<file path="src/hw/rtl/filtered_hysteresis_thermostat_core_assert.svh">
// assertion macros for the thermostat core
`ifndef FILTERED_HYSTERESIS_THERMOSTAT_CORE_ASSERT_SVH
`define FILTERED_HYSTERESIS_THERMOSTAT_CORE_ASSERT_SVH
`ifndef SYNTH
// same-cycle implication
`define FHT_ASSERT_IMP(lbl, ante, cons) \
    lbl: assert property (@(posedge clk) disable iff (!rst_n) (ante) |-> (cons)) \
        else $error("thermostat core assertion failed");
// next-cycle implication
`define FHT_ASSERT_NEXT(lbl, ante, cons) \
    lbl: assert property (@(posedge clk) disable iff (!rst_n) (ante) |=> (cons)) \
        else $error("thermostat core assertion failed");
`else
`define FHT_ASSERT_IMP(lbl, ante, cons)
`define FHT_ASSERT_NEXT(lbl, ante, cons)
`endif
`endif

</file>
<file path="src/hw/rtl/fht_pkg.sv">
`timescale 1ns / 1ps

package fht_pkg;

    localparam int DEPTH_DEFAULT = 10;

    localparam int SAMPLE_W   = 12;
    localparam int HYST_W     = 11;
    localparam int WARM_W     = 4;
    localparam int THR_W      = 13;
    localparam int CFG_IDX_W  = 3;
    localparam int CFG_DATA_W = 12;

    localparam logic signed [SAMPLE_W-1:0] SETPOINT_RST = 12'sd1120;
    localparam logic        [HYST_W-1:0]   HYST_RST     = 11'd48;
    localparam logic signed [SAMPLE_W-1:0] TRIP_RST     = 12'sd1360;
    localparam logic signed [SAMPLE_W-1:0] VMIN_RST     = -12'sd880;
    localparam logic signed [SAMPLE_W-1:0] VMAX_RST     = 12'sd2000;
    localparam logic        [WARM_W-1:0]   WARM_RST     = 4'd10;

    typedef enum logic [CFG_IDX_W-1:0] {
        REG_SETPOINT       = 3'd0,
        REG_HYSTERESIS     = 3'd1,
        REG_TRIP_LIMIT     = 3'd2,
        REG_VALID_MIN      = 3'd3,
        REG_VALID_MAX      = 3'd4,
        REG_WARMUP_SAMPLES = 3'd5
    } cfg_reg_t;

    typedef enum logic [3:0] {
        ST_IDLE,
        ST_DECIDE,
        ST_READ,
        ST_PUSH,
        ST_CMP_TRIP,
        ST_CMP_LO,
        ST_CMP_HI,
        ST_APPLY,
        ST_DIV_INIT,
        ST_DIV,
        ST_DIV_FIX,
        ST_DONE
    } state_t;

    typedef enum logic [1:0] {
        THR_TRIP,
        THR_LO,
        THR_HI
    } thr_sel_t;

    typedef struct packed {
        logic     load_in;
        logic     take_warm;
        logic     mark_rej;
        logic     ring_rd;
        logic     push;
        logic     cmp_en;
        thr_sel_t thr_sel;
        logic     apply;
        logic     div_init;
        logic     div_step;
        logic     div_fix;
        logic     out_load;
    } dp_cmd_t;

    typedef struct packed {
        logic shutdown;
        logic warm_pending;
        logic sample_ok;
        logic warm_item;
        logic div_last;
    } dp_sts_t;

endpackage

</file>
<file path="src/hw/rtl/fht_intf.sv">
`timescale 1ns / 1ps

interface fht_sensor_if;
    logic                                  valid;
    logic                                  ready;
    logic signed [fht_pkg::SAMPLE_W-1:0]   sample;
    logic                                  sensor_fault;

    modport source (output valid, output sample, output sensor_fault, input ready);
    modport sink   (input valid, input sample, input sensor_fault, output ready);
endinterface

interface fht_result_if;
    logic                                  valid;
    logic                                  ready;
    logic                                  heater_drive;
    logic signed [fht_pkg::SAMPLE_W-1:0]   filtered;
    logic                                  rejected;
    logic                                  tripped;
    logic                                  in_warmup;

    modport source (
        output valid, output heater_drive, output filtered, output rejected,
        output tripped, output in_warmup, input ready
    );
    modport sink (
        input valid, input heater_drive, input filtered, input rejected,
        input tripped, input in_warmup, output ready
    );
endinterface

interface fht_cfg_if;
    logic                              valid;
    logic                              ready;
    logic [fht_pkg::CFG_IDX_W-1:0]     index;
    logic [fht_pkg::CFG_DATA_W-1:0]    data;

    modport source (output valid, output index, output data, input ready);
    modport sink   (input valid, input index, input data, output ready);
endinterface

</file>
<file path="src/hw/rtl/fht_ctrl.sv">
`timescale 1ns / 1ps

module fht_ctrl (
    input  logic             clk,
    input  logic             rst_n,
    input  logic             in_valid,
    output logic             in_ready,
    output logic             out_valid,
    input  logic             out_ready,
    input  fht_pkg::dp_sts_t sts,
    output fht_pkg::dp_cmd_t cmd
);

    fht_pkg::state_t state_reg;
    fht_pkg::state_t state_next;
    logic            out_valid_reg;
    logic            out_valid_next;
    logic            out_free;

    assign out_free  = !out_valid_reg || out_ready;
    assign out_valid = out_valid_reg;

    always_comb
    begin
        state_next = state_reg;
        unique case (state_reg)
            fht_pkg::ST_IDLE:
            begin
                if (in_valid)
                begin
                    state_next = fht_pkg::ST_DECIDE;
                end
            end
            fht_pkg::ST_DECIDE:
            begin
                priority if (sts.shutdown)
                begin
                    state_next = fht_pkg::ST_DONE;
                end
                else if (sts.warm_pending)
                begin
                    state_next = fht_pkg::ST_READ;
                end
                else if (!sts.sample_ok)
                begin
                    state_next = fht_pkg::ST_DONE;
                end
                else
                begin
                    state_next = fht_pkg::ST_READ;
                end
            end
            fht_pkg::ST_READ:     state_next = fht_pkg::ST_PUSH;
            fht_pkg::ST_PUSH:
            begin
                state_next = sts.warm_item ? fht_pkg::ST_DIV_INIT : fht_pkg::ST_CMP_TRIP;
            end
            fht_pkg::ST_CMP_TRIP: state_next = fht_pkg::ST_CMP_LO;
            fht_pkg::ST_CMP_LO:   state_next = fht_pkg::ST_CMP_HI;
            fht_pkg::ST_CMP_HI:   state_next = fht_pkg::ST_APPLY;
            fht_pkg::ST_APPLY:    state_next = fht_pkg::ST_DIV_INIT;
            fht_pkg::ST_DIV_INIT: state_next = fht_pkg::ST_DIV;
            fht_pkg::ST_DIV:
            begin
                if (sts.div_last)
                begin
                    state_next = fht_pkg::ST_DIV_FIX;
                end
            end
            fht_pkg::ST_DIV_FIX:  state_next = fht_pkg::ST_DONE;
            fht_pkg::ST_DONE:
            begin
                if (out_free)
                begin
                    state_next = fht_pkg::ST_IDLE;
                end
            end
            default:              state_next = fht_pkg::ST_IDLE;
        endcase
    end

    always_comb
    begin
        cmd      = '0;
        in_ready = 1'b0;
        unique case (state_reg)
            fht_pkg::ST_IDLE:
            begin
                in_ready     = 1'b1;
                cmd.load_in  = in_valid;
            end
            fht_pkg::ST_DECIDE:
            begin
                if (!sts.shutdown)
                begin
                    cmd.take_warm = sts.warm_pending;
                    cmd.mark_rej  = !sts.warm_pending && !sts.sample_ok;
                end
            end
            fht_pkg::ST_READ:     cmd.ring_rd = 1'b1;
            fht_pkg::ST_PUSH:     cmd.push = 1'b1;
            fht_pkg::ST_CMP_TRIP:
            begin
                cmd.cmp_en  = 1'b1;
                cmd.thr_sel = fht_pkg::THR_TRIP;
            end
            fht_pkg::ST_CMP_LO:
            begin
                cmd.cmp_en  = 1'b1;
                cmd.thr_sel = fht_pkg::THR_LO;
            end
            fht_pkg::ST_CMP_HI:
            begin
                cmd.cmp_en  = 1'b1;
                cmd.thr_sel = fht_pkg::THR_HI;
            end
            fht_pkg::ST_APPLY:    cmd.apply = 1'b1;
            fht_pkg::ST_DIV_INIT: cmd.div_init = 1'b1;
            fht_pkg::ST_DIV:      cmd.div_step = 1'b1;
            fht_pkg::ST_DIV_FIX:  cmd.div_fix = 1'b1;
            fht_pkg::ST_DONE:     cmd.out_load = out_free;
            default:              cmd = '0;
        endcase
    end

    always_comb
    begin
        out_valid_next = out_valid_reg;
        if (cmd.out_load)
        begin
            out_valid_next = 1'b1;
        end
        else if (out_ready)
        begin
            out_valid_next = 1'b0;
        end
    end

    always_ff @(posedge clk or negedge rst_n)
    begin
        if (!rst_n)
        begin
            state_reg     <= fht_pkg::ST_IDLE;
            out_valid_reg <= 1'b0;
        end
        else
        begin
            state_reg     <= state_next;
            out_valid_reg <= out_valid_next;
        end
    end

endmodule

</file>
<file path="src/hw/rtl/fht_dp.sv">
`timescale 1ns / 1ps

module fht_dp #(
    parameter int DEPTH = fht_pkg::DEPTH_DEFAULT
) (
    input  logic                                 clk,
    input  logic                                 rst_n,
    input  logic                                 cfg_we,
    input  logic [fht_pkg::CFG_IDX_W-1:0]        cfg_index,
    input  logic [fht_pkg::CFG_DATA_W-1:0]       cfg_data,
    input  logic signed [fht_pkg::SAMPLE_W-1:0]  sample,
    input  logic                                 sensor_fault,
    input  fht_pkg::dp_cmd_t                     cmd,
    output fht_pkg::dp_sts_t                     sts,
    output logic                                 heater_drive,
    output logic signed [fht_pkg::SAMPLE_W-1:0]  filtered,
    output logic                                 rejected,
    output logic                                 tripped,
    output logic                                 in_warmup
);

    localparam int SW     = fht_pkg::SAMPLE_W;
    localparam int SUM_W  = SW + $clog2(DEPTH);
    localparam int CNT_W  = $clog2(DEPTH + 1);
    localparam int SLOT_W = (DEPTH > 1) ? $clog2(DEPTH) : 1;
    localparam int DIVC_W = $clog2(SUM_W);
    localparam int PROD_W = fht_pkg::THR_W + CNT_W + 1;

    // configuration
    logic signed [SW-1:0]                     setpoint_reg;
    logic        [fht_pkg::HYST_W-1:0]        hyst_reg;
    logic signed [SW-1:0]                     trip_reg;
    logic signed [SW-1:0]                     vmin_reg;
    logic signed [SW-1:0]                     vmax_reg;

    // filter and control state
    logic signed [SW-1:0]                     ring [DEPTH];
    logic        [SLOT_W-1:0]                 slot_reg;
    logic        [SLOT_W-1:0]                 slot_next;
    logic                                     full_reg;
    logic                                     full_next;
    logic signed [SUM_W-1:0]                  sum_reg;
    logic signed [SUM_W-1:0]                  sum_next;
    logic        [fht_pkg::WARM_W-1:0]        warm_left_reg;
    logic                                     heater_reg;
    logic                                     shutdown_reg;
    logic signed [SW-1:0]                     avg_reg;

    // per-item working registers
    logic signed [SW-1:0]                     sample_reg;
    logic                                     fault_reg;
    logic signed [SW-1:0]                     old_reg;
    logic                                     rej_item_reg;
    logic                                     warm_item_reg;
    logic                                     trip_gt_reg;
    logic                                     lo_lt_reg;
    logic                                     hi_gt_reg;

    // divider
    logic        [CNT_W-1:0]                  rem_reg;
    logic        [CNT_W-1:0]                  rem_next;
    logic        [SUM_W-1:0]                  quo_reg;
    logic        [SUM_W-1:0]                  quo_next;
    logic                                     neg_reg;
    logic        [DIVC_W-1:0]                 divcnt_reg;
    logic        [CNT_W:0]                    trial;
    logic        [CNT_W:0]                    diff;
    logic                                     ge;
    logic        [SUM_W-1:0]                  sum_mag;
    logic        [SW-1:0]                     q_mag;

    // result register
    logic                                     res_heater_reg;
    logic signed [SW-1:0]                     res_filtered_reg;
    logic                                     res_rejected_reg;
    logic                                     res_tripped_reg;
    logic                                     res_warm_reg;

    logic        [CNT_W-1:0]                  count;
    logic signed [fht_pkg::THR_W-1:0]         thr;
    logic signed [PROD_W-1:0]                 thr_x;
    logic signed [PROD_W-1:0]                 cnt_x;
    logic signed [PROD_W-1:0]                 prod;
    logic signed [PROD_W-1:0]                 sum_x;
    logic signed [SUM_W:0]                    acc;

    assign count = full_reg ? CNT_W'(DEPTH) : CNT_W'(slot_reg);

    assign sts.shutdown     = shutdown_reg;
    assign sts.warm_pending = (warm_left_reg != '0);
    assign sts.sample_ok    = !fault_reg && (sample_reg >= vmin_reg) && (sample_reg <= vmax_reg);
    assign sts.warm_item    = warm_item_reg;
    assign sts.div_last     = (divcnt_reg == DIVC_W'(SUM_W - 1));

    // ring update
    always_comb
    begin
        acc = (SUM_W + 1)'(sum_reg) + (SUM_W + 1)'(sample_reg);
        if (full_reg)
        begin
            acc = acc - (SUM_W + 1)'(old_reg);
        end
        sum_next  = acc[SUM_W-1:0];
        full_next = full_reg;
        if (slot_reg == SLOT_W'(DEPTH - 1))
        begin
            slot_next = '0;
            full_next = 1'b1;
        end
        else
        begin
            slot_next = slot_reg + SLOT_W'(1);
        end
    end

    // threshold times count
    always_comb
    begin
        unique case (cmd.thr_sel)
            fht_pkg::THR_TRIP: thr = fht_pkg::THR_W'(trip_reg);
            fht_pkg::THR_LO:
                thr = fht_pkg::THR_W'(setpoint_reg) - signed'(fht_pkg::THR_W'(hyst_reg));
            fht_pkg::THR_HI:
                thr = fht_pkg::THR_W'(setpoint_reg) + signed'(fht_pkg::THR_W'(hyst_reg));
            default:           thr = fht_pkg::THR_W'(trip_reg);
        endcase
        thr_x = PROD_W'(thr);
        cnt_x = signed'(PROD_W'(count));
        prod  = thr_x * cnt_x;
        sum_x = PROD_W'(sum_reg);
    end

    // restoring divide step, one quotient bit per cycle
    always_comb
    begin
        sum_mag  = sum_reg[SUM_W-1] ? SUM_W'(-sum_reg) : SUM_W'(sum_reg);
        trial    = {rem_reg, quo_reg[SUM_W-1]};
        diff     = trial - {1'b0, count};
        ge       = (trial >= {1'b0, count});
        rem_next = ge ? diff[CNT_W-1:0] : trial[CNT_W-1:0];
        quo_next = {quo_reg[SUM_W-2:0], ge};
        q_mag    = quo_reg[SW-1:0];
    end

    always_ff @(posedge clk or negedge rst_n)
    begin
        if (!rst_n)
        begin
            setpoint_reg  <= fht_pkg::SETPOINT_RST;
            hyst_reg      <= fht_pkg::HYST_RST;
            trip_reg      <= fht_pkg::TRIP_RST;
            vmin_reg      <= fht_pkg::VMIN_RST;
            vmax_reg      <= fht_pkg::VMAX_RST;
            warm_left_reg <= fht_pkg::WARM_RST;
            slot_reg      <= '0;
            full_reg      <= 1'b0;
            sum_reg       <= '0;
            heater_reg    <= 1'b1;
            shutdown_reg  <= 1'b0;
            avg_reg       <= '0;
            divcnt_reg    <= '0;
        end
        else
        begin
            if (cfg_we)
            begin
                case (cfg_index)
                    fht_pkg::REG_SETPOINT:       setpoint_reg  <= cfg_data;
                    fht_pkg::REG_HYSTERESIS:     hyst_reg      <= cfg_data[fht_pkg::HYST_W-1:0];
                    fht_pkg::REG_TRIP_LIMIT:     trip_reg      <= cfg_data;
                    fht_pkg::REG_VALID_MIN:      vmin_reg      <= cfg_data;
                    fht_pkg::REG_VALID_MAX:      vmax_reg      <= cfg_data;
                    fht_pkg::REG_WARMUP_SAMPLES:
                        warm_left_reg <= cfg_data[fht_pkg::WARM_W-1:0];
                    default:                     ;
                endcase
            end
            else if (cmd.take_warm)
            begin
                warm_left_reg <= warm_left_reg - fht_pkg::WARM_W'(1);
                heater_reg    <= 1'b1;
            end
            if (cmd.push)
            begin
                slot_reg <= slot_next;
                full_reg <= full_next;
                sum_reg  <= sum_next;
            end
            if (cmd.apply)
            begin
                priority if (trip_gt_reg)
                begin
                    shutdown_reg <= 1'b1;
                    heater_reg   <= 1'b0;
                end
                else if (!heater_reg && lo_lt_reg)
                begin
                    heater_reg <= 1'b1;
                end
                else if (heater_reg && hi_gt_reg)
                begin
                    heater_reg <= 1'b0;
                end
                else
                begin
                    heater_reg <= heater_reg;
                end
            end
            if (cmd.div_init)
            begin
                divcnt_reg <= '0;
            end
            else if (cmd.div_step)
            begin
                divcnt_reg <= divcnt_reg + DIVC_W'(1);
            end
            if (cmd.div_fix)
            begin
                avg_reg <= neg_reg ? signed'(-q_mag) : signed'(q_mag);
            end
        end
    end

    always_ff @(posedge clk)
    begin
        if (cmd.ring_rd)
        begin
            old_reg <= ring[slot_reg];
        end
        if (cmd.push)
        begin
            ring[slot_reg] <= sample_reg;
        end
    end

    always_ff @(posedge clk)
    begin
        if (cmd.load_in)
        begin
            sample_reg    <= sample;
            fault_reg     <= sensor_fault;
            rej_item_reg  <= 1'b0;
            warm_item_reg <= 1'b0;
        end
        if (cmd.take_warm)
        begin
            warm_item_reg <= 1'b1;
        end
        if (cmd.mark_rej)
        begin
            rej_item_reg <= 1'b1;
        end
        if (cmd.cmp_en)
        begin
            unique case (cmd.thr_sel)
                fht_pkg::THR_TRIP: trip_gt_reg <= (sum_x > prod);
                fht_pkg::THR_LO:   lo_lt_reg   <= (sum_x < prod);
                fht_pkg::THR_HI:   hi_gt_reg   <= (sum_x > prod);
                default:           trip_gt_reg <= (sum_x > prod);
            endcase
        end
        if (cmd.div_init)
        begin
            rem_reg <= '0;
            quo_reg <= sum_mag;
            neg_reg <= sum_reg[SUM_W-1];
        end
        else if (cmd.div_step)
        begin
            rem_reg <= rem_next;
            quo_reg <= quo_next;
        end
        if (cmd.out_load)
        begin
            res_heater_reg   <= heater_reg;
            res_filtered_reg <= avg_reg;
            res_rejected_reg <= rej_item_reg;
            res_tripped_reg  <= shutdown_reg;
            res_warm_reg     <= warm_item_reg;
        end
    end

    assign heater_drive = res_heater_reg;
    assign filtered     = res_filtered_reg;
    assign rejected     = res_rejected_reg;
    assign tripped      = res_tripped_reg;
    assign in_warmup    = res_warm_reg;

endmodule

</file>
<file path="src/hw/rtl/filtered_hysteresis_thermostat_core.sv">
`timescale 1ns / 1ps
// channel   modport  payload                                             width
// sensor    sink     sample, sensor_fault                                12s, 1
// result    source   heater_drive, filtered, rejected, tripped, in_warmup 1, 12s, 1, 1, 1
// cfg       sink     index, data                                         3, 12
//
// a rejected sample or an input after shutdown goes from DECIDE straight to DONE
// an accepted sample passes READ, PUSH, CMP_TRIP, CMP_LO, CMP_HI, APPLY, DIV_INIT, DIV, DIV_FIX and DONE;
// warmup samples skip the compares and APPLY; in DIV the bit-serial divider forms the average over
// SUM_W = 12 + clog2(DEPTH) bits; the result sits in an output register, so the next sample is taken while it waits
// rst_n is asynchronous; no clearing pass, ring entries are read only once written
// cfg is always ready; it must be written only while no sample is in flight, the core does not check this

`include "filtered_hysteresis_thermostat_core_assert.svh"

module filtered_hysteresis_thermostat_core #(
    parameter int DEPTH = fht_pkg::DEPTH_DEFAULT
) (
    input  logic         clk,
    input  logic         rst_n,
    fht_sensor_if.sink   sensor,
    fht_result_if.source result,
    fht_cfg_if.sink      cfg
);

    fht_pkg::dp_cmd_t cmd;
    fht_pkg::dp_sts_t sts;

    assign cfg.ready = 1'b1;

    fht_ctrl u_ctrl (
        .clk       (clk),
        .rst_n     (rst_n),
        .in_valid  (sensor.valid),
        .in_ready  (sensor.ready),
        .out_valid (result.valid),
        .out_ready (result.ready),
        .sts       (sts),
        .cmd       (cmd)
    );

    fht_dp #(
        .DEPTH (DEPTH)
    ) u_dp (
        .clk          (clk),
        .rst_n        (rst_n),
        .cfg_we       (cfg.valid),
        .cfg_index    (cfg.index),
        .cfg_data     (cfg.data),
        .sample       (sensor.sample),
        .sensor_fault (sensor.sensor_fault),
        .cmd          (cmd),
        .sts          (sts),
        .heater_drive (result.heater_drive),
        .filtered     (result.filtered),
        .rejected     (result.rejected),
        .tripped      (result.tripped),
        .in_warmup    (result.in_warmup)
    );

    `FHT_ASSERT_NEXT(a_latch_holds, sts.shutdown, sts.shutdown)
    `FHT_ASSERT_NEXT(a_busy_after_transfer, sensor.valid && sensor.ready, !sensor.ready)
    `FHT_ASSERT_IMP(a_trip_heater_off, result.valid && result.tripped, !result.heater_drive)
    `FHT_ASSERT_IMP(a_warm_clean, result.valid && result.in_warmup, !result.rejected && !result.tripped)

endmodule
</file>
<file path="src/flat_wrapper.sv">
// flat-port wrapper written by rule: the top's interface ports become plain ports
module filtered_hysteresis_thermostat_core_flat 
#(
    parameter int DEPTH = fht_pkg::DEPTH_DEFAULT
)
  (clk, rst_n, sensor_valid, sensor_sample, sensor_sensor_fault, sensor_ready, result_valid, result_heater_drive, result_filtered, result_rejected, result_tripped, result_in_warmup, result_ready, cfg_valid, cfg_index, cfg_data, cfg_ready);
  fht_sensor_if sensor_i ();
  fht_result_if result_i ();
  fht_cfg_if cfg_i ();
  input  logic clk;
  input  logic rst_n;
  input wire logic [$bits(sensor_i.valid)-1:0] sensor_valid;
  input wire logic [$bits(sensor_i.sample)-1:0] sensor_sample;
  input wire logic [$bits(sensor_i.sensor_fault)-1:0] sensor_sensor_fault;
  output wire logic [$bits(sensor_i.ready)-1:0] sensor_ready;
  output wire logic [$bits(result_i.valid)-1:0] result_valid;
  output wire logic [$bits(result_i.heater_drive)-1:0] result_heater_drive;
  output wire logic [$bits(result_i.filtered)-1:0] result_filtered;
  output wire logic [$bits(result_i.rejected)-1:0] result_rejected;
  output wire logic [$bits(result_i.tripped)-1:0] result_tripped;
  output wire logic [$bits(result_i.in_warmup)-1:0] result_in_warmup;
  input wire logic [$bits(result_i.ready)-1:0] result_ready;
  input wire logic [$bits(cfg_i.valid)-1:0] cfg_valid;
  input wire logic [$bits(cfg_i.index)-1:0] cfg_index;
  input wire logic [$bits(cfg_i.data)-1:0] cfg_data;
  output wire logic [$bits(cfg_i.ready)-1:0] cfg_ready;
  assign sensor_i.valid = sensor_valid;
  assign sensor_i.sample = sensor_sample;
  assign sensor_i.sensor_fault = sensor_sensor_fault;
  assign sensor_ready = sensor_i.ready;
  assign result_valid = result_i.valid;
  assign result_heater_drive = result_i.heater_drive;
  assign result_filtered = result_i.filtered;
  assign result_rejected = result_i.rejected;
  assign result_tripped = result_i.tripped;
  assign result_in_warmup = result_i.in_warmup;
  assign result_i.ready = result_ready;
  assign cfg_i.valid = cfg_valid;
  assign cfg_i.index = cfg_index;
  assign cfg_i.data = cfg_data;
  assign cfg_ready = cfg_i.ready;
  filtered_hysteresis_thermostat_core #(.DEPTH(DEPTH)) u_core (.clk(clk), .rst_n(rst_n), .sensor(sensor_i), .result(result_i), .cfg(cfg_i));
endmodule
</file>
<file path="config.mk">
export PLATFORM = sky130hd
export DESIGN_NAME = filtered_hysteresis_thermostat_core_flat
export DESIGN_NICKNAME = d
export VERILOG_FILES = /design/src/hw/rtl/fht_pkg.sv /design/src/hw/rtl/fht_intf.sv /design/src/hw/rtl/fht_ctrl.sv /design/src/hw/rtl/fht_dp.sv /design/src/hw/rtl/filtered_hysteresis_thermostat_core.sv /design/src/flat_wrapper.sv
export VERILOG_INCLUDE_DIRS = /design/src /design/src/hw/rtl
export SDC_FILE = /design/constraint.sdc
export NUM_CORES = 1
export LEC_CHECK = 0
export BUFFER_PORTS_ARGS = -buffer_cell sky130_fd_sc_hd__buf_2
export CELL_PAD_IN_SITES_DETAIL_PLACEMENT = 0
export CELL_PAD_IN_SITES_GLOBAL_PLACEMENT = 1
export CORE_ASPECT_RATIO = 0.5
export CORE_UTILIZATION = 55
export DETAILED_ROUTE_END_ITERATION = 6
export PLACE_DENSITY_LB_ADDON = 0.1
export SLEW_MARGIN = 20
export SYNTH_ARGS = -nofsm -noshare
export SYNTH_HDL_FRONTEND = slang
export SYNTH_SLANG_ARGS = --single-unit
</file>
<file path="constraint.sdc">
create_clock -name clk -period 16.24 [get_ports clk]
set_input_delay 3.248 -clock clk [delete_from_list [all_inputs] [get_ports clk]]
set_output_delay 3.248 -clock clk [all_outputs]
set_load 0.02 [all_outputs]
</file>
Word-level counts from Yosys, hierarchy flattened
Memory sizes are Yosys's and may differ from the RTL's. A register that Yosys moved wholly into a read port is not among the register bits.
Cells that the tools add are included.
{"block": "totals", "latchBits": 0, "word_cells": 150, "inputBits": 33, "memories": 1, "out_inout_bits": 19, "ramBits": 120, "rom_bits": 0, "reg_bits": 162}
{"block": "classes", "n_lt_le_gt_ge": 5, "eq_ne": 26, "mux": 44, "div_mod_pow": 0, "n_shift": 0, "mul": 1, "n_addsub": 10, "n_bitwise": 1, "n_reduce_logical": 32}
{"name": "u_core.u_dp.ring", "words": 10, "word_bits": 12, "rd": 1, "rd_clocked_by_memory_dff": 1, "write_ports": 1, "line_no": "fht_dp.sv:37", "text": "logic signed [SW-1:0] ring [DEPTH];"}
{"cell": "two-way mux 16 bit", "count": 4}
{"cell": "two-way mux 4 bit", "count": 15}
{"cell": "case mux 4 bit (12 select lines)", "count": 1}
{"cell": "case mux 13 bit (2 select lines)", "count": 1}
{"cell": "== test 4 bit (second input constant)", "count": 6}
{"cell": "AND reduction 2 bit", "count": 11}
{"cell": "two-way mux 1 bit", "count": 19}
{"cell": "> comparator 16 x 18 -> 1 bit", "count": 1}
{"cell": "< comparator 16 x 18 -> 1 bit", "count": 1}
{"cell": "multiplier 13 x 5 -> 18 bit", "count": 1}
{"cell": "adder 16 x 12 -> 16 bit", "count": 1}
{"cell": "== test 4 x 3 -> 1 bit (second input constant)", "count": 4}
{"cell": "negation 16 bit", "count": 1}
{"cell": "subtractor 16 x 12 -> 16 bit", "count": 1}
{"cell": "adder 12 x 12 -> 13 bit", "count": 1}
{"cell": "subtractor 12 x 12 -> 13 bit", "count": 1}
{"cell": "greater-or-equal comparator 12 bit", "count": 1}
{"cell": "<= comparator 12 bit", "count": 1}
{"cell": "two-way mux 12 bit", "count": 1}
{"cell": "negation 12 bit", "count": 1}
{"cell": "case mux 3 bit (3 select lines)", "count": 1}
{"cell": "adder 4 x 1 -> 4 bit (second input constant)", "count": 2}
{"cell": "== test 4 x 2 -> 1 bit (second input constant)", "count": 2}
{"cell": "nonzero test 2 bit", "count": 4}
{"cell": "other kinds (22)", "count": 37}

Depth between registers and ports, before layout
Gate-level depths: netlist of run 1.
{"block": "depth", "depth_word": 10, "ltp_mapped": 37, "depth_no_buf": 35}

Hierarchy
Synthesis of run 1 repeated with hierarchy kept, for this count alone.
{"block": "hier_totals", "hier_cells": 1551, "area_unflattened_um2": 17390.4}
{"module": "fht_dp", "area_each_um2": 16961.3, "instances": 1, "seq_area_each_um2": 8135.3, "cells_each": 1495}
{"module": "fht_ctrl", "area_each_um2": 417.9, "instances": 1, "seq_area_each_um2": 125.1, "cells_each": 54}
{"module": "filtered_hysteresis_thermostat_core", "area_each_um2": 11.3, "instances": 1, "seq_area_each_um2": 0.0, "cells_each": 2}

Least setup slack after synthesis of run 1
Ideal clock, no wire load.
{"block": "synth_path", "path_kind": "register -> register", "startpoint": "register u_core.u_ctrl.state_reg[2]", "endpoint": "register u_core.u_dp.hi_gt_reg, data pin", "t_arrival_ns": 7.151, "path_slack_ns": 8.810, "required_ns": 15.961, "stages_incl_launch_ff": 36, "setup_time_ns": 0.279, "path_buffers": 2, "synth_period_minus_slack_ns": 7.430, "path_cell_list": "dfrtp_1 -> clkbuf_1 -> nor2b_1 -> nand2_1 -> inv_1 -> ha_1 -> clkbuf_1 -> mux2_2 -> ha_1 -> a21o_1 -> a21o_1 -> a21o_1 -> a221oi_1 -> inv_1 -> a21oi_1 -> xnor2_1 -> mux2i_1 -> nor2_1 -> ha_1 -> fa_1 -> inv_1 -> fa_1 -> inv_1 -> ha_1 -> and3_1 -> a21oi_1 -> o21ai_1 -> o41a_1 -> a31oi_1 -> xor2_1 -> ha_1 -> and4_1 -> o21ai_0 -> a21oi_1 -> o22ai_1 -> a41oi_1"}
{"block": "synth_via", "elab_chain_len": 6, "word_cells_on_any_way": 9, "cone_classes": "mul: 1; order compare: 1; eq/ne: 5; mux: 2"}
{"item": "start, declared", "line_no": "fht_ctrl.sv:14", "text": "fht_pkg::state_t state_reg;"}
{"item": "start signal, assigned", "line_no": "fht_ctrl.sv:143", "text": "state_reg <= fht_pkg::ST_IDLE;"}
{"item": "start signal, assigned", "line_no": "fht_ctrl.sv:148", "text": "state_reg <= state_next;"}
{"item": "== test 4 x 3 -> 1 bit", "line_no": "fht_ctrl.sv:86", "text": "unique case (state_reg)"}
{"item": "case mux 3 bit (3 select lines) *", "line_no": "fht_ctrl.sv:86"}
{"item": "== test 2 bit or == test 2 x 1 -> 1 bit (tied branches)", "line_no": "fht_dp.sv:119", "text": "unique case (cmd.thr_sel)"}
{"item": "case mux 13 bit (2 select lines) *", "line_no": "fht_dp.sv:119"}
{"item": "multiplier 13 x 5 -> 18 bit *", "line_no": "fht_dp.sv:129", "text": "prod = thr_x * cnt_x;"}
{"item": "> comparator 16 x 18 -> 1 bit *", "line_no": "fht_dp.sv:258", "text": "fht_pkg::THR_HI: hi_gt_reg <= (sum_x > prod);"}
{"item": "end signal, assigned", "line_no": "fht_dp.sv:258"}
{"item": "end, declared", "line_no": "fht_dp.sv:57", "text": "logic hi_gt_reg;"}
Mark *: on every way between the ends. The rest lies on a longest branch, timed or not.
A chain may end at the register's enable or synchronous reset.

Final worst setup path of run 1
{"block": "layout_path", "startpoint": "register u_core.u_ctrl.state_reg[1]", "endpoint": "register u_core.u_dp.trip_gt_reg, data pin"}
{"block": "layout_via", "elab_chain_len": 6, "word_cells_on_any_way": 9, "cone_classes": "mul: 1; order compare: 1; eq/ne: 5; mux: 2"}
{"item": "== test 4 x 3 -> 1 bit", "line_no": "fht_ctrl.sv:86"}
{"item": "case mux 3 bit (3 select lines) *", "line_no": "fht_ctrl.sv:86"}
{"item": "== test 2 bit or == test 2 x 1 -> 1 bit (tied branches)", "line_no": "fht_dp.sv:119, fht_dp.sv:255"}
{"item": "case mux 13 bit (2 select lines) *", "line_no": "fht_dp.sv:119"}
{"item": "multiplier 13 x 5 -> 18 bit *", "line_no": "fht_dp.sv:129"}
{"item": "> comparator 16 x 18 -> 1 bit *", "line_no": "fht_dp.sv:256, fht_dp.sv:259"}
{"item": "end signal, assigned", "line_no": "fht_dp.sv:256", "text": "fht_pkg::THR_TRIP: trip_gt_reg <= (sum_x > prod);"}
{"item": "end signal, assigned", "line_no": "fht_dp.sv:259", "text": "default: trip_gt_reg <= (sum_x > prod);"}
{"item": "end, declared", "line_no": "fht_dp.sv:55", "text": "logic trip_gt_reg;"}
Marks and branches as above.

==> results_dict.tcl, run 1 <==
set metrics [dict create \
    status "finished clean" \
    worst_ep_required_time_ns 16.57 \
    p_clk_share_pct 15.2 \
    cts.repair.resized 0 \
    setup_viol 0 \
    min_path_type "reg -> reg" \
    dieArea_um2 31800 \
    fin_nets 1755 \
    cts_made_buffers 26 \
    crit_arrival_ns 8.70 \
    cts_tree "yes" \
    yosysUniqueCellTypes 72 \
    fin_crit_ns 8.37 \
    relSlewSlack_pct 27.2 \
    postRouteAntennaNets 0 \
    num_rows 45 \
    largest_register_ffs 120 \
    grt_pass1_vias 11101 \
    ys.warnings.count 0 \
    timing.final.ws_setup_ns 7.87 \
    comb_power_share_pct 56.7 \
    slowest_delay_ns 0.54 \
    antenna_found_initial 0 \
    fillers 2447 \
    viasPerCell 5.77 \
    grt_usage_pct 24.8 \
    grt_start_max_net_pins 72 \
    cp_common_cell "ha_1" \
    use_met3_pct 5.68 \
    maxSlewViolCount 0 \
    yosys_most_used_dff "edfxtp_1" \
    tightestPinTransition_ns 1.09 \
    wl_per_cell_um 19.5 \
    cts_hold_repair.buffers 0 \
    syn_inst 1504 \
    place_congestion 0.868 \
    busiest_layer "met1" \
    path_class "reg -> reg" \
    fin_crit_sh_pct 51.6 \
    pre_cts_ws_ns 7.95 \
    place_inst 1927 \
    cts_root_buffer "clkbuf_16" \
    ys_seq_elements 294 \
    drcViolationCount 0 \
    final_cell_mix "181 x edfxtp_1, 139 x inv_1, 135 x ha_1, 112 x nor2_1, 96 x nand2_1" \
    cts.clk_slew.worst_paths_ns 0.08 \
    p_leak_nw 7.78 \
    final_util_pct 61.5 \
    drt_iter0_markers 815 \
    seqPwrFrac_pct 28.1 \
    synth_edf_count 181 \
    port_buffers 50 \
    yosysSeqAreaShare_pct 48.4 \
    cp-end-kind "flop" \
    die_h_um 127 \
    clk-insertion-delay-late_ns 0.58 \
    crit_slowest_cell "dfrtp_1" \
    finClkSkew_ns 0.0318 \
    drt_pass1_iterations 5 \
    finalHoldViolations 0 \
    synthArstFlopShare_pct 36.4 \
    vias 11381 \
    met2_usage_pct 36.0 \
    maxCapViolCount 0 \
    p_sw_share_pct 43.1 \
    wl_um 38600 \
    power_density_nw_per_um2 228 \
    h-tree-depth 1 \
    grt_overflow 0 \
    instances_no_fill 1974 \
    clock_path_buffers 3 \
    fin_setup_tns_ns 0 \
    postCtsSetupBuffers 0 \
    synth_nets 1703 \
    areaGrowthSynthToFinish_pct 9.46 \
    power.switching_mw 1.84 \
    io_pins 52 \
    hpwl_um 28600 \
    rsz0062_at_grt "false" \
    die_width_um 251 \
    drive_gt1_share_pct 12.9 \
    start_util_pct 56.2 \
    grt_pass1_wl_um 60900 \
    irDropWorstVdd_uv 108 \
    final_common_cell "edfxtp_1" \
    fmax_mhz 119 \
    startpoint_type "flop" \
    n_antenna_cell 0 \
    cts_sinks 294 \
    p_int_mw 2.43 \
    cp_max_fo 13 \
    coreArea_um2 30400 \
    syn_area_um2 17100 \
    grt_use_met1_pct 38.1 \
    syn_area_per_cell_um2 11.4 \
]
-- metrics by stage --
stage / cell area, um^2 / hold WS, ns / power, mW
after floorplan: 17100 / 0.408 / 3.03
after global placement: 17800 / 0.416 / 3.53
after detailed placement: 17800 / 0.425 / 3.61
after CTS: 18700 / 0.442 / 4.27
after global routing: 18700 / 0.460 / 4.65
final: 18700 / 0.435 / 4.26
-- Yosys cell counts, drive strengths merged (3+ instances only) --
| master | n | share of area (%) |
|---|---|---|
| fa | 31 | 3.6 |
| o21bai | 3 | 0.13 |
| xnor2 | 40 | 2.1 |
| nand2 | 96 | 2.1 |
| nand3b | 4 | 0.18 |
| a311oi | 3 | 0.15 |
| nand3 | 9 | 0.26 |
| a211oi | 19 | 0.86 |
| nand2b | 21 | 0.77 |
| and4 | 5 | 0.26 |
| a21o | 32 | 1.4 |
| nor2 | 119 | 2.7 |
| mux2 | 48 | 3.2 |
| mux2i | 35 | 2.1 |
| buf | 10 | 0.35 |
| o211ai | 4 | 0.18 |
| nand4 | 8 | 0.29 |
| or3 | 17 | 0.65 |
| o31ai | 8 | 0.43 |
| and3 | 3 | 0.11 |
| inv | 140 | 3.1 |
| dfxtp | 6 | 0.70 |
| clkbuf | 35 | 0.77 |
| dfrtp | 85 | 12 |
| mux4 | 24 | 3.2 |
| nor3b | 6 | 0.26 |
| o21a | 12 | 0.53 |
| edfxtp | 181 | 32 |
| nor2b | 31 | 1.1 |
| a41oi | 3 | 0.15 |
| ha | 135 | 9.9 |
| dfstp | 22 | 3.4 |
| nor3 | 28 | 0.85 |
| a31oi | 7 | 0.26 |
| o21ai | 85 | 2.5 |
| nor4 | 4 | 0.15 |
| a21boi | 6 | 0.26 |
| a21oi | 94 | 2.8 |
| and2 | 7 | 0.26 |
| xor2 | 51 | 2.6 |
| a22o | 3 | 0.15 |
-- kinds of logic after synthesis --
kind of cell	synth area share, %
other	0.0220
and+or+nand+nor	10.2
AOI/OAI and AO/OA	10.6
adders and majority gates	13.5
buffers and inverters	4.20
DFF	48.4
muxes	8.38
xor gates and xnor gates	4.67
-- per-layer routing --
layer,vias up,part of all wire [%]
met5,-,0
met3,50,6.5
li1,5453,-
met4,0,1.8
met1,5605,50
met2,273,41
-- power by group through the flow --
| stage | clock [mW] | combinational [mW] | sequential, mW |
|---|---|---|---|
| after floorplan | 0 | 1.91 | 1.12 |
| after global placement | 0 | 2.32 | 1.20 |
| after detailed placement | 0 | 2.40 | 1.21 |
| after CTS | 0.660 | 2.41 | 1.20 |
| after global routing | 0.688 | 2.74 | 1.22 |
| final | 0.648 | 2.42 | 1.20 |
-- area by class of cell --
cell class                 instances  area [um^2]  area share, %
multi-input combinational       1025         8130           43.5
inverter                         140          526           2.81
sequential                       294         8260           44.2
tap                              399          499           2.67
timing repair buffer              69          395           2.12
clock inverter                    18          223           1.19
clock buffer                      29          662           3.54
-- worst max-delay path: cells and delay by family, from the launching register on --
family                     cells  cell delay (ns)
AOI/OAI and AO/OA             13             2.68
xor gates and xnor gates       2             0.17
adders and majority gates      7             2.69
buffers and inverters          3             0.17
DFF                            1             0.54
muxes                          2             0.68
and+or+nand+nor                7             1.21
-- worst paths after layout --
kind | from | endpoint | slack, ns | depth (start not counted)
max | u_core.u_ctrl.state_reg[1] | u_core.u_dp.trip_gt_reg | 7.87 | 34
min | u_core.u_dp.avg_reg[10] | u_core.u_dp.filtered[10] | 0.43 | 0
max reg2reg | u_core.u_ctrl.state_reg[1] | u_core.u_dp.trip_gt_reg | 7.87 | 34
min reg2reg | u_core.u_dp.avg_reg[10] | u_core.u_dp.filtered[10] | 0.43 | 0
max in group asynchronous | rst_n | u_core.u_dp.vmin_reg[0] | 12.22 | 2
min in group asynchronous | rst_n | u_core.u_dp.avg_reg[2] | 2.69 | 1
No activity file was read; power rests on OpenSTA's default activity.
==> run 2, diff against run 1 <==
--- a/config.mk
+++ b/config.mk
@@ -10,7 +10,7 @@
 export CELL_PAD_IN_SITES_DETAIL_PLACEMENT = 0
 export CELL_PAD_IN_SITES_GLOBAL_PLACEMENT = 1
 export CORE_ASPECT_RATIO = 0.5
-export CORE_UTILIZATION = 55
+export CORE_UTILIZATION = 46
 export DETAILED_ROUTE_END_ITERATION = 6
 export PLACE_DENSITY_LB_ADDON = 0.1
 export SLEW_MARGIN = 20
==> constraint.sdc (replaced) <==
create_clock -name clk -period 6.8 [get_ports clk]
set_input_delay 1.36 -clock clk [delete_from_list [all_inputs] [get_ports clk]]
set_output_delay 1.36 -clock clk [all_outputs]
set_load 0.02 [all_outputs]
==> run 2 against run 1 <==
  * The flow now finishes with violations (design-rule violations, negative setup slack)
  * Maximum frequency is 22% higher
  * Sequential power rose by 130%
  * Global-route usage shrank 2.6 points
  * Clock power grew to 2.6 times the previous value
  * Critical path depth did not move
  * Sequential share of layout area fell by 2.4 points
  * Cell count up 8.9%
  * Clock-buffer cell count up 3
  * Combinational power rose to 2.8 times the previous value
  * First-iteration DRC count is 1.2% higher
  * Non-clock buffer count rose by 87
  * Largest power group unchanged
==> results_dict.tcl, run 2 (same netlist as run 1, synthesis figures left out) <==
set metrics [dict create \
    die_h_um 138 \
    areaGrowthSynthToFinish_pct 15.7 \
    start_util_pct 47.1 \
    finalHoldViolations 0 \
    place_congestion 0.855 \
    wl_um 41400 \
    violations "design-rule violations, negative setup slack" \
    startpoint_type "flop" \
    path_class "reg -> reg" \
    io_pins 52 \
    cp_num_buf_inv 5 \
    worst_ep_required_time_ns 7.13 \
    power_density_nw_per_um2 574 \
    viasPerCell 5.46 \
    rr_worst_depth 34 \
    tightestPinTransition_ns 1.04 \
    fin_hold_ws_ns 0.447 \
    min_from "u_core.u_dp.avg_reg[3]" \
    min_path_cells 0 \
    rr_startpoint "u_core.u_ctrl.state_reg[1]" \
    timing.final.ws_setup_ns -0.0359 \
    fmax_mhz 146 \
    grt_pass1_vias 11681 \
    cp-end-kind "flop" \
    drt_pass1_iterations 7 \
    multi_input_area_um2 8360 \
    cp_max_fo 5 \
    clk-insertion-delay-late_ns 0.57 \
    cts_sinks 294 \
    finClkSkew_ns 0.0152 \
    grt_pass1_wl_um 65200 \
    antenna_found_initial 2 \
    vias 11730 \
    fin_crit_ns 6.84 \
    crit_slowest_cell "fa_1" \
    die_width_um 274 \
    fin_nets 1843 \
    reg2reg_to "u_core.u_dp.trip_gt_reg" \
    maxCapViolCount 0 \
    regArea_um2 8260 \
    drcViolationCount 1 \
    irDropWorstVdd_uv 310 \
    grt_start_max_net_pins 64 \
    cts.clk_slew.worst_paths_ns 0.07 \
    relSlewSlack_pct 30.4 \
    port_buffers 50 \
    drive_gt1_share_pct 20.1 \
    h-tree-depth 1 \
    fillers 3134 \
    num_rows 49 \
    crit_arrival_ns 7.16 \
    place_inst 2082 \
    coreArea_um2 36200 \
    final_cell_mix "181 x edfxtp_1, 136 x inv_1, 128 x ha_1, 111 x nor2_1, 106 x buf_4" \
    critical-path-top-delay-family "adder cells" \
    rsz0062_at_grt "true" \
    fin_crit_sh_pct 101 \
    cts_tree "yes" \
    cts_root_buffer "clkbuf_16" \
    clock_path_buffers 3 \
    hold_end "u_core.u_dp.filtered[3]" \
    hpwl_um 30800 \
    cts_made_buffers 27 \
    pre_cts_ws_ns -0.363 \
    final_common_cell "edfxtp_1" \
    postRouteAntennaNets 0 \
    drt_iter0_markers 825 \
    fin_area_um2 19800 \
    grt_overflow 0 \
    min_path_type "reg -> reg" \
    largest_register_ffs 120 \
    slowest_delay_ns 0.54 \
    p_leak_nw 8.29 \
    dieArea_um2 37900 \
    grt_usage_pct 22.2 \
    wl_per_cell_um 19.3 \
    n_antenna_cell 0 \
    maxSlewViolCount 0 \
    r2r_slack_ns -0.04 \
    placed_area_um2 18500 \
    status "complete, but fails checks" \
    setup_viol 2 \
    instances_no_fill 2149 \
]
[run 2: repair_timing]
action	in CTS	in global routing
hold buffers	0	0
setup endpoints to repair	3	3
buffers inserted	15	2
resized for setup	13	20
pin swaps	43	38
[run 2: area by class of cell]
type | instances | share of cell area (%)
clock buffers | 32 | 3.51
clock inverters | 18 | 1.34
inverters | 140 | 2.66
multi-input cells | 1025 | 42.3
flip-flops and latches | 294 | 41.8
well taps | 484 | 3.06
repair buffers | 156 | 5.33
[run 2: routing by layer]
layer  up-vias  GRT usage (%)  part of all wire [%]
met5         -              0                     0
met4         0           3.19                   1.3
met3        41           4.12                   5.7
met2       292           32.8                    43
met1      5770           34.4                    50
li1       5627              -                     -
[run 2: report_power, final]
| group | internal (mW) | switching (mW) |
|---|---|---|
| combinational | 3.25 | 3.60 |
| clock | 0.967 | 0.700 |
| sequential | 2.41 | 0.398 |
| total | 6.63 | 4.70 |
[run 2: worst max-delay path by stage]
stage,from,end,depth (start not counted)
after global routing,u_core.u_ctrl.state_reg[1],u_core.u_dp.trip_gt_reg,34
after floorplan,u_core.u_ctrl.state_reg[2],u_core.u_dp.hi_gt_reg,33
after CTS,u_core.u_ctrl.state_reg[1],u_core.u_dp.trip_gt_reg,32
after detailed placement,u_core.u_ctrl.state_reg[0],u_core.u_dp.trip_gt_reg,35
final,u_core.u_ctrl.state_reg[1],u_core.u_dp.trip_gt_reg,34
after global placement,u_core.u_ctrl.state_reg[0],u_core.u_dp.hi_gt_reg,35
[run 2: stage by stage]
step | power, mW | setup TNS, ns | util [%]
6_report | 11.3 | -0.0716 | 54.5
5_1_grt | 12.4 | -1.07 | 54.5
4_1_cts | 11.2 | -0.216 | 54.2
3_5_place_dp | 9.42 | -0.857 | 51.1
3_3_place_gp | 9.20 | -0.379 | 51.1
2_1_floorplan | 7.33 | 0 | -
==> run 3, diff against run 2 <==
--- a/config.mk
+++ b/config.mk
@@ -10,7 +10,8 @@
 export CELL_PAD_IN_SITES_DETAIL_PLACEMENT = 0
 export CELL_PAD_IN_SITES_GLOBAL_PLACEMENT = 1
 export CORE_ASPECT_RATIO = 0.5
-export CORE_UTILIZATION = 46
+export CORE_MARGIN = 3
+export CORE_UTILIZATION = 51
 export DETAILED_ROUTE_END_ITERATION = 6
 export PLACE_DENSITY_LB_ADDON = 0.1
 export SLEW_MARGIN = 20
==> constraint.sdc (replaced) <==
create_clock -name clk -period 7.65 [get_ports clk]
set_input_delay 1.53 -clock clk [delete_from_list [all_inputs] [get_ports clk]]
set_output_delay 1.53 -clock clk [all_outputs]
set_load 0.02 [all_outputs]
==> run 3 against run 2 <==
  * The flow now finishes without violations
  * Sequential power decreased by 11%
  * Clock power decreased by 15%
  * Largest power group unchanged
  * Combinational power decreased by 23%
  * Clock skew increased by 0.00060 ns
  * Sequential share of layout area increased by 1.7 points
  * Wire length decreased by 4.7%
  * Cell count decreased by 5.7%
  * Core utilization increased by 4.1 points
  * First-iteration DRC count decreased by 10%
  * Largest cell class is now flip-flops and latches
==> results_dict.tcl, run 3 (same netlist as run 1, synthesis figures left out) <==
set metrics [dict create \
    final_common_cell "edfxtp_1" \
    clock_path_buffers 3 \
    hold_end "u_core.u_dp.filtered[10]" \
    vias 11467 \
    p_leak_nw 7.91 \
    totalPowerFinal_mw 9.21 \
    wl_um 39400 \
    min_path_cells 0 \
    cts_hold_repair.buffers 0 \
    fin_nets 1773 \
    relSlewSlack_pct 29.9 \
    irDropWorstVdd_uv 265 \
    fin_crit_ns 7.23 \
    io_pins 52 \
    start_util_pct 52.8 \
    cts_root_buffer "clkbuf_16" \
    power_density_nw_per_um2 486 \
    final_util_pct 58.6 \
    path_class "reg -> reg" \
    die_h_um 135 \
    timing.final.ws_setup_ns 0.423 \
    maxSlewViolCount 0 \
    grt_usage_pct 22.4 \
    finalHoldViolations 0 \
    status "finished clean" \
    dieArea_um2 35900 \
    drive_gt1_share_pct 14.9 \
    cts_tree "yes" \
    fin_hold_ws_ns 0.446 \
    tightestPinTransition_ns 1.05 \
    drcViolationCount 0 \
    grt_pass1_wl_um 62600 \
    cts_sinks 294 \
    hpwl_um 29200 \
    crit_slowest_cell "fa_1" \
    drt_pass1_iterations 7 \
    fin_area_um2 19000 \
    final_cell_mix "181 x edfxtp_1, 139 x inv_1, 133 x ha_1, 112 x nor2_1, 94 x nand2_1" \
    clk-insertion-delay-late_ns 0.57 \
    viasPerCell 5.66 \
    worst_ep_required_time_ns 7.95 \
    fin_crit_sh_pct 94.5 \
    fmax_mhz 138 \
    cts.clk_slew.worst_paths_ns 0.07 \
    grt_overflow 0 \
    crit_arrival_ns 7.53 \
    cp_num_buf_inv 4 \
    pre_cts_ws_ns 0.164 \
    instances_no_fill 2027 \
    rr_startpoint "u_core.u_ctrl.state_reg[1]" \
    areaGrowthSynthToFinish_pct 11.1 \
    grt_start_max_net_pins 73 \
    die_width_um 265 \
    place_congestion 0.845 \
    finClkSkew_ns 0.0158 \
    cp-end-kind "flop" \
    num_rows 46 \
    r2r_slack_ns 0.42 \
    critical-path-top-delay-family "adder cells" \
    cts_made_buffers 27 \
    coreArea_um2 32300 \
    cp_max_fo 5 \
    port_buffers 50 \
    min_path_type "reg -> reg" \
    postRouteAntennaNets 0 \
    h-tree-depth 1 \
    fin_setup_tns_ns 0 \
    place_inst 1970 \
    rr_worst_depth 33 \
    drt_iter0_markers 742 \
    slowest_delay_ns 0.55 \
    maxCapViolCount 0 \
    wl_per_cell_um 19.5 \
    reg2reg_to "u_core.u_dp.trip_gt_reg" \
    placed_area_um2 17900 \
    min_from "u_core.u_dp.avg_reg[10]" \
    setup_viol 0 \
    largest_register_ffs 120 \
    startpoint_type "flop" \
    antenna_found_initial 0 \
    grt_pass1_vias 11158 \
    n_antenna_cell 0 \
]
==> run 3: cell count changes in the layout (fill, tap and decap cells not counted), moves of 4 or more <==
cell,change
a21oi_1,+5
a21oi_2,-5
buf_4,-69
ha_1,+5
ha_4,-4
nor2b_4,-4
==> run 3: worst max-delay path by stage <==
stage                                    start                 endpoint  slack, ns  cells past startpoint
finish              u_core.u_ctrl.state_reg[1]  u_core.u_dp.trip_gt_reg       0.42                     33
global route        u_core.u_ctrl.state_reg[1]    u_core.u_dp.hi_gt_reg      -0.02                     34
CTS                 u_core.u_ctrl.state_reg[1]  u_core.u_dp.trip_gt_reg       0.12                     33
detailed placement  u_core.u_ctrl.state_reg[1]  u_core.u_dp.trip_gt_reg       0.16                     33
global placement    u_core.u_ctrl.state_reg[0]    u_core.u_dp.hi_gt_reg       0.38                     33
floorplan           u_core.u_ctrl.state_reg[2]    u_core.u_dp.hi_gt_reg       0.22                     35
==> run 3: what timing repair did <==
action / CTS / global route
hold endpoints to repair: 0 / 0
setup endpoints to repair: 0 / 3
gates resized for setup: 0 / 16
buffers inserted: 0 / 7
==> run 3: metal layers <==
layer	up-vias	routed length, um	global-route usage (%)
met5	-	0	0
met4	0	600	3.51
met3	44	2680	4.77
met2	267	16300	32.8
met1	5670	19800	34.9
li1	5486	-	-
==> run 3: worst register-to-register path: cells and delay by family (launching register included) <==
kind | cells | cell delay, ns
buffers and inverters | 4 | 0.24
multiplexers | 2 | 0.58
AND/OR/NAND/NOR | 5 | 0.77
flip-flops | 1 | 0.38
adder cells (fa/ha/maj) | 7 | 2.41
XOR/XNOR | 2 | 0.29
AO/OA/AOI/OAI | 13 | 2.28
==> run 3: layout make-up <==
cell class / count / area (um^2)
timing repair buffer: 86 / 523
inverter: 140 / 526
clock buffer: 31 / 691
tap: 432 / 541
sequential: 294 / 8260
multi-input combinational: 1025 / 8190
clock inverter: 19 / 231
fill: 2648 / 13400
==> run 3: power breakdown <==
| part | internal (mW) | switching, mW | leakage [nW] | total [mW] |
|---|---|---|---|---|
| Combinational | 2.32 | 2.99 | 4.51 | 5.31 |
| Sequential | 2.14 | 0.347 | 2.95 | 2.49 |
| Clock | 0.794 | 0.623 | 0.451 | 1.42 |
